<file path="config.mk">
export PLATFORM = sky130hd
export DESIGN_NAME = tun_queue
export DESIGN_NICKNAME = d
export VERILOG_FILES = /design/src/rtl/tun_pkg.sv /design/src/rtl/tun_queue.sv
export SDC_FILE = /design/constraint.sdc
export NUM_CORES = 1
export LEC_CHECK = 0
export BUFFER_PORTS_ARGS = -buffer_cell sky130_fd_sc_hd__buf_2
export CAP_MARGIN = 5
export CORE_ASPECT_RATIO = 2
export CORE_MARGIN = 1
export CORE_UTILIZATION = 30
export DETAILED_ROUTE_END_ITERATION = 8
export GPL_ROUTABILITY_DRIVEN = 0
export SYNTH_ARGS = -nofsm -noshare
export SYNTH_HDL_FRONTEND = slang
export SYNTH_SLANG_ARGS = --single-unit
export TNS_END_PERCENT = 10
</file>
<file path="constraint.sdc">
create_clock -name clk_i -period 5.22 [get_ports clk_i]
set_input_delay 0.261 -clock clk_i [delete_from_list [all_inputs] [get_ports clk_i]]
set_output_delay 0.261 -clock clk_i [all_outputs]
set_load 0.03 [all_outputs]
</file>
<file path="src/rtl/tun_pkg.sv">
// shared widths, constants and transaction types for the triangle unit normal block
package tun_pkg;

  localparam int unsigned COORD_WIDTH = 32;
  localparam int unsigned NORM_WIDTH  = 32;

  localparam int unsigned EDGE_WIDTH  = COORD_WIDTH + 1;
  localparam int unsigned PROD_WIDTH  = 2 * EDGE_WIDTH;
  localparam int unsigned CROSS_WIDTH = PROD_WIDTH + 1;
  localparam int unsigned LEN_WIDTH   = $clog2(CROSS_WIDTH + 1);

  // block normalisation puts the largest magnitude at bit 30 or 31
  localparam int unsigned MAG_FRAC    = 31;
  localparam int unsigned MAG_WIDTH   = MAG_FRAC + 1;
  localparam int unsigned EXT_WIDTH   = CROSS_WIDTH + MAG_FRAC;

  localparam int unsigned SUM_WIDTH   = 2 * MAG_WIDTH;
  localparam int unsigned ROOT_WIDTH  = SUM_WIDTH / 2;
  localparam int unsigned SREM_WIDTH  = ROOT_WIDTH + 2;
  localparam int unsigned RND_WIDTH   = ROOT_WIDTH + 1;

  // one equals 2^NORM_FRAC at the output
  localparam int unsigned NORM_FRAC   = NORM_WIDTH - 2;
  localparam int unsigned QUO_WIDTH   = NORM_WIDTH + 1;
  localparam int unsigned NUM_WIDTH   = MAG_WIDTH + NORM_FRAC + 1;
  localparam int unsigned DREM_WIDTH  = RND_WIDTH + 1;
  localparam int unsigned DIV_WIDTH   = DREM_WIDTH + QUO_WIDTH;

  localparam logic [QUO_WIDTH-1:0] NORM_MAX = QUO_WIDTH'((64'd1 << (NORM_WIDTH - 1)) - 64'd1);

  localparam int unsigned QUEUE_DEPTH = 4;

  typedef struct packed {
    logic signed [COORD_WIDTH-1:0] p0_x;
    logic signed [COORD_WIDTH-1:0] p0_y;
    logic signed [COORD_WIDTH-1:0] p0_z;
    logic signed [COORD_WIDTH-1:0] p1_x;
    logic signed [COORD_WIDTH-1:0] p1_y;
    logic signed [COORD_WIDTH-1:0] p1_z;
    logic signed [COORD_WIDTH-1:0] p2_x;
    logic signed [COORD_WIDTH-1:0] p2_y;
    logic signed [COORD_WIDTH-1:0] p2_z;
  } tri_in_t;

  typedef struct packed {
    logic signed [NORM_WIDTH-1:0] norm_x;
    logic signed [NORM_WIDTH-1:0] norm_y;
    logic signed [NORM_WIDTH-1:0] norm_z;
    logic                         degenerate;
  } tri_out_t;

  // classified item between front and back
  typedef struct packed {
    logic [2:0][MAG_WIDTH-1:0] mag;
    logic [2:0]                neg;
    logic                      degen;
  } mid_t;

endpackage

</file>
<file path="src/rtl/tun_queue.sv">
// short queue between front and back so each side stalls on its own
module tun_queue import tun_pkg::*; (
  input  logic clk_i,
  input  logic rst_ni,
  input  logic push_valid_i,
  output logic push_ready_o,
  input  mid_t push_data_i,
  output logic pop_valid_o,
  input  logic pop_ready_i,
  output mid_t pop_data_o
);

  localparam int unsigned PtrWidth = $clog2(QUEUE_DEPTH);
  localparam int unsigned CntWidth = $clog2(QUEUE_DEPTH + 1);

  mid_t                mem_q [QUEUE_DEPTH];
  logic [PtrWidth-1:0] wptr_q, wptr_d, rptr_q, rptr_d;
  logic [CntWidth-1:0] cnt_q, cnt_d;
  logic                push, pop;

  assign push_ready_o = (cnt_q != CntWidth'(QUEUE_DEPTH));
  assign pop_valid_o  = (cnt_q != '0);
  assign pop_data_o   = mem_q[rptr_q];
  assign push         = push_valid_i && push_ready_o;
  assign pop          = pop_valid_o && pop_ready_i;

  always_comb begin
    wptr_d = wptr_q;
    rptr_d = rptr_q;
    cnt_d  = cnt_q;
    if (push) wptr_d = (wptr_q == PtrWidth'(QUEUE_DEPTH - 1)) ? '0 : wptr_q + PtrWidth'(1);
    if (pop)  rptr_d = (rptr_q == PtrWidth'(QUEUE_DEPTH - 1)) ? '0 : rptr_q + PtrWidth'(1);
    if (push && !pop) cnt_d = cnt_q + CntWidth'(1);
    if (pop && !push) cnt_d = cnt_q - CntWidth'(1);
  end

  always_ff @(posedge clk_i or negedge rst_ni) begin
    if (!rst_ni) begin
      wptr_q <= '0;
      rptr_q <= '0;
      cnt_q  <= '0;
    end else begin
      wptr_q <= wptr_d;
      rptr_q <= rptr_d;
      cnt_q  <= cnt_d;
    end
  end

  always_ff @(posedge clk_i) begin
    if (push) mem_q[wptr_q] <= push_data_i;
  end

endmodule

</file>
-- Word-level counts from Yosys, hierarchy flattened
Memories as Yosys holds them, arrays and structs flattened.
Cells that the tools add are included.
- memory bits (writable): 400
- logic and storage cells: 25
- flip-flop bits (word level): 7
- memories: 1
- output and inout port bits: 102
- memories (name ; depth ; bits a word ; read ports ; clocked after memory_dff ; write ports ; line ; RTL):
    mem_q ; 4 ; 100 ; 1 ; 0 ; 1 ; tun_queue.sv:16 ; mid_t mem_q [QUEUE_DEPTH];
- add/sub/neg operators: 4
- muxes and demuxes: 6
- reductions and logical operators: 8
- equal/unequal tests: 3
- operators by type and width (kind ; count):
    3-bit 2-to-1 mux ; 2
    2-bit by 1-bit adder with 2-bit output, second input constant ; 2
    2-bit equality test, second input constant ; 2
    1-bit logical AND ; 4
    2-bit 2-to-1 mux ; 2
    3-bit by 1-bit adder with 3-bit output, second input constant ; 1
    3-bit != test, second input constant ; 1
    3-bit nonzero test ; 1
    3-bit by 1-bit subtractor with 3-bit output, second input constant ; 1
    1-bit zero test ; 2
    1-bit 2-to-1 mux ; 2
    2-bit nonzero test ; 1

-- Depth between registers and ports, before layout
- depth in word-level cells: 6
- mapped depth: 9

-- Least setup slack after synthesis
OpenSTA, ideal clock, no wires.
- path kind: register to register
- start point: register cnt_q[2]
- end point: memory mem_q[0][0] in the netlist's numbering, enable pin
- cell stages (with the launch flop): 3
- setup time: 414 ps
- path slack: 2799 ps
- required time: 4806 ps
- arrival: 2007 ps
- cells stage by stage: dfrtp_1 or3b_4 and3_2
- word-level cells in the longest chain between the ends: 4
- RTL lines (item ; line ; RTL):
    start: declaration ; tun_queue.sv:18 ; logic [CntWidth-1:0] cnt_q, cnt_d;
    start signal: assignment ; tun_queue.sv:45 ; cnt_q <= cnt_d;
    3-bit != test ; tun_queue.sv:21 ; assign push_ready_o = (cnt_q != CntWidth'(QUEUE_DEPTH));
    net push_ready_o ; tun_queue.sv:6 ; output logic push_ready_o,
    1-bit logical AND ; tun_queue.sv:24 ; assign push = push_valid_i && push_ready_o;
    1-bit 2-to-1 mux ; tun_queue.sv:50 ; if (push) mem_q[wptr_q] <= push_data_i;
    1-bit 2-to-1 mux (implied by the code) ; tun_queue.sv:50 ;
    end: declaration ; tun_queue.sv:16 ;
The timed path passes the listed nets, and every way through them passes these cells.

==> impl_metrics.env <==
export IMPL_outcome="complete, no violations"
export IMPL_vias=6930
export IMPL_p_leak_nw=6.39
export IMPL_synth_area_um2=14800
export IMPL_syn_instance_count=563
export IMPL_synth_simple_area_share_pct=0.514
export IMPL_syn_to_final_growth_pct=27.2
export IMPL_rsz0062_at_grt="false"
export IMPL_period_share_pct=57.3
export IMPL_cts_buffers=36
export IMPL_synth_fa_ha_area_share_pct=0.641
export IMPL_cp_max_fo=27
export IMPL_setup_tns_ns=0
export IMPL_synth_warning_count=0
export IMPL_tightest_slew_ns=0.992
export IMPL_synth_xor_area_share_pct=0.177
export IMPL_post_dp_cell_area_um2=16700
export IMPL_numPortBuffers=205
export IMPL_grt_pass1_vias=7749
export IMPL_path_clk_slew_ns=0.06
export IMPL_die_area_um2=50400
export IMPL_synth_distinct_cells=21
export IMPL_whs_ns=0.0935
export IMPL_root_buffer="clkbuf_16"
export IMPL_synth_compound_area_share_pct=0.0337
export IMPL_firstDrtPassIters=4
export IMPL_finalSetupViolCount=0
export IMPL_maxCapViolCount=0
export IMPL_drt_iter0_drc=294
export IMPL_worstPathArrival_ns=2.73
export IMPL_max_slew_margin_pct=33.9
export IMPL_hold_viol=0
export IMPL_powerDensity_nw_per_um2=578
export IMPL_htree_levels=2
export IMPL_worstHoldPathType="in2async"
export IMPL_fmax_ghz=0.334
export IMPL_track_usage_pct=11.9
export IMPL_io_pin_count=206
export IMPL_wl_per_cell_um=19.0
export IMPL_grt_max_degree=65
export IMPL_rows=115
export IMPL_grt_overflow=0
export IMPL_min_period_ns=2.99
export IMPL_worstPathRequired_ns=4.96
export IMPL_path_class="reg2out"
export IMPL_dp_hpwl_um=17200
export IMPL_antennaDiodeCount=0
export IMPL_die_w_um=159
export IMPL_syn_nets=674
export IMPL_routed_wl_um=29800
export IMPL_crit_path_end_kind="output pin"
export IMPL_fp_coreArea_um2=49100
export IMPL_ant_nets=0
export IMPL_viasPerCell=4.43
export IMPL_synth_top_family_by_area="multiplexers"
export IMPL_clock_sinks=407
export IMPL_irDropWorstVdd_uv=593
export IMPL_cts_tree="yes"
export IMPL_cts_setup_buffers=0
export IMPL_cts_path_max_buffers=3
export IMPL_clk_latency_ns=0.55
export IMPL_synth_area_per_cell_um2=26.4
export IMPL_ys_seq_area_share_pct=82.1
export IMPL_startpoint_type="flip-flop"
export IMPL_fp_dieH_um=317
export IMPL_start_util_pct=30.2
export IMPL_fin_area_um2=18900
export IMPL_drc=0
export IMPL_nNetsFinal=1005
export IMPL_grt_pass1_wl_um=44700
export IMPL_drive_above_1_share_pct=41.5
export IMPL_final_max_slew_viol_count=0
export IMPL_antenna_found_initial=5
export IMPL_synth_mux_area_share_pct=15.5
export IMPL_clock_skew_ns=0.0151
export IMPL_ys_ff_latch=407
==> cell type report <==
type                    instances  area [um2]
clock buffers                  42         955
clock inverters                24         211
fillers                      4421       30200
inverters                       7        26.3
multi-input cells             127        2520
flip-flops and latches        407       12200
well taps                     643         805
repair buffers                315        2170
==> repair_timing <==
action / CTS / global route
resized for setup: 0 / 0
endpoints found under the hold margin: 407 / 0
setup endpoints to repair: 0 / 0
hold buffers: 101 / 0
==> worst paths after layout <==
path	startpoint	cells past startpoint	slack (ns)	end
worst max-delay path	rptr_q[0]$_DFFE_PN0P_	3	2.23	pop_data_o[87]
worst max register to register	cnt_q[0]$_DFFE_PN0P_	9	3.00	cnt_q[2]$_DFFE_PN0P_
max in group asynchronous	rst_ni	2	4.93	rptr_q[0]$_DFFE_PN0P_
worst min register to register	cnt_q[2]$_DFFE_PN0P_	1	0.48	cnt_q[2]$_DFFE_PN0P_
min in group clk_i	pop_ready_i	3	0.17	rptr_q[0]$_DFFE_PN0P_
worst min-delay path	rst_ni	2	0.09	cnt_q[2]$_DFFE_PN0P_
==> report_power, final <==
| part | internal (mW) | switching (mW) |
|---|---|---|
| clock network | 1.47 | 1.16 |
| registers | 4.31 | 0.199 |
| logic | 1.38 | 2.38 |
==> cells by family after synthesis <==
group                      count (synthesis)
adders and majority gates                  7
and+or+nand+nor                           12
buffers and inverters                     29
DFF                                      407
xor gates and xnor gates                   3
AOI/OAI and AO/OA                          1
muxes                                    104
==> worst max-delay path: stages (launching register included) <==
cell and delay (ns):
dfrtp_4 0.83, buf_4 0.54, mux4_2 0.59, buf_2 0.20
==> layer usage <==
layer	up-vias	part of all wire [%]	track usage (%)
met5	-	0.21	0
met4	10	3.1	5.00
met3	54	5.3	3.26
met2	184	53	21.8
met1	3602	39	12.9
li1	3080	-	-
==> state kept, by name, indices dropped and copies added (netlist names) <==
| signal | cells |
|---|---|
| wptr_q | 2 |
| cnt_q | 3 |
| mem_q | 400 |
| rptr_q | 2 |
==> synthesized netlist by cell type <==
master / count / area (um2)
and2_4: 1 / 8.76
and3_2: 4 / 30.0
buf_1: 7 / 26.3
buf_2: 6 / 30.0
buf_4: 8 / 60.1
clkbuf_1: 1 / 3.75
dfrtp_1: 7 / 175
edfxtp_1: 400 / 12000
fa_1: 1 / 20.0
ha_1: 6 / 75.1
inv_1: 7 / 26.3
mux2_2: 2 / 22.5
mux2_4: 2 / 30.0
mux4_2: 100 / 2250
nand2_1: 2 / 7.51
nor2_1: 3 / 11.3
o21ai_0: 1 / 5.00
or3_2: 1 / 7.51
or3b_4: 1 / 11.3
xnor2_1: 1 / 8.76
xor2_1: 2 / 17.5
==> cells in the final DEF, fill, tap and decap left out, types with 3 or more instances in the layout <==
cell           count
ha_1               6
dlygate4sd3_1    101
and3_4             4
inv_1              7
dfrtp_1            5
clkinv_1           6
edfxtp_1         400
buf_2            205
buf_12             5
clkbuf_1           4
buf_4              4
clkinvlp_4         4
nor2_1             3
clkbuf_16         37
mux4_2           100
clkinv_2           8
bufinv_16          3
==> metrics by stage <==
stage / worst slack, ns / cells / power [mW] / util (%)
after floorplan: 2.80 / 563 / 7.25 / -
after global placement: 2.68 / 1398 / 8.36 / 34.0
after detailed placement: 2.69 / 1398 / 8.39 / 34.0
after CTS: 2.10 / 1565 / 11.1 / 38.5
after global routing: 2.01 / 1565 / 11.4 / 38.5
final: 2.23 / 1565 / 10.9 / 38.5
Power figures use the tool's default switching activity.
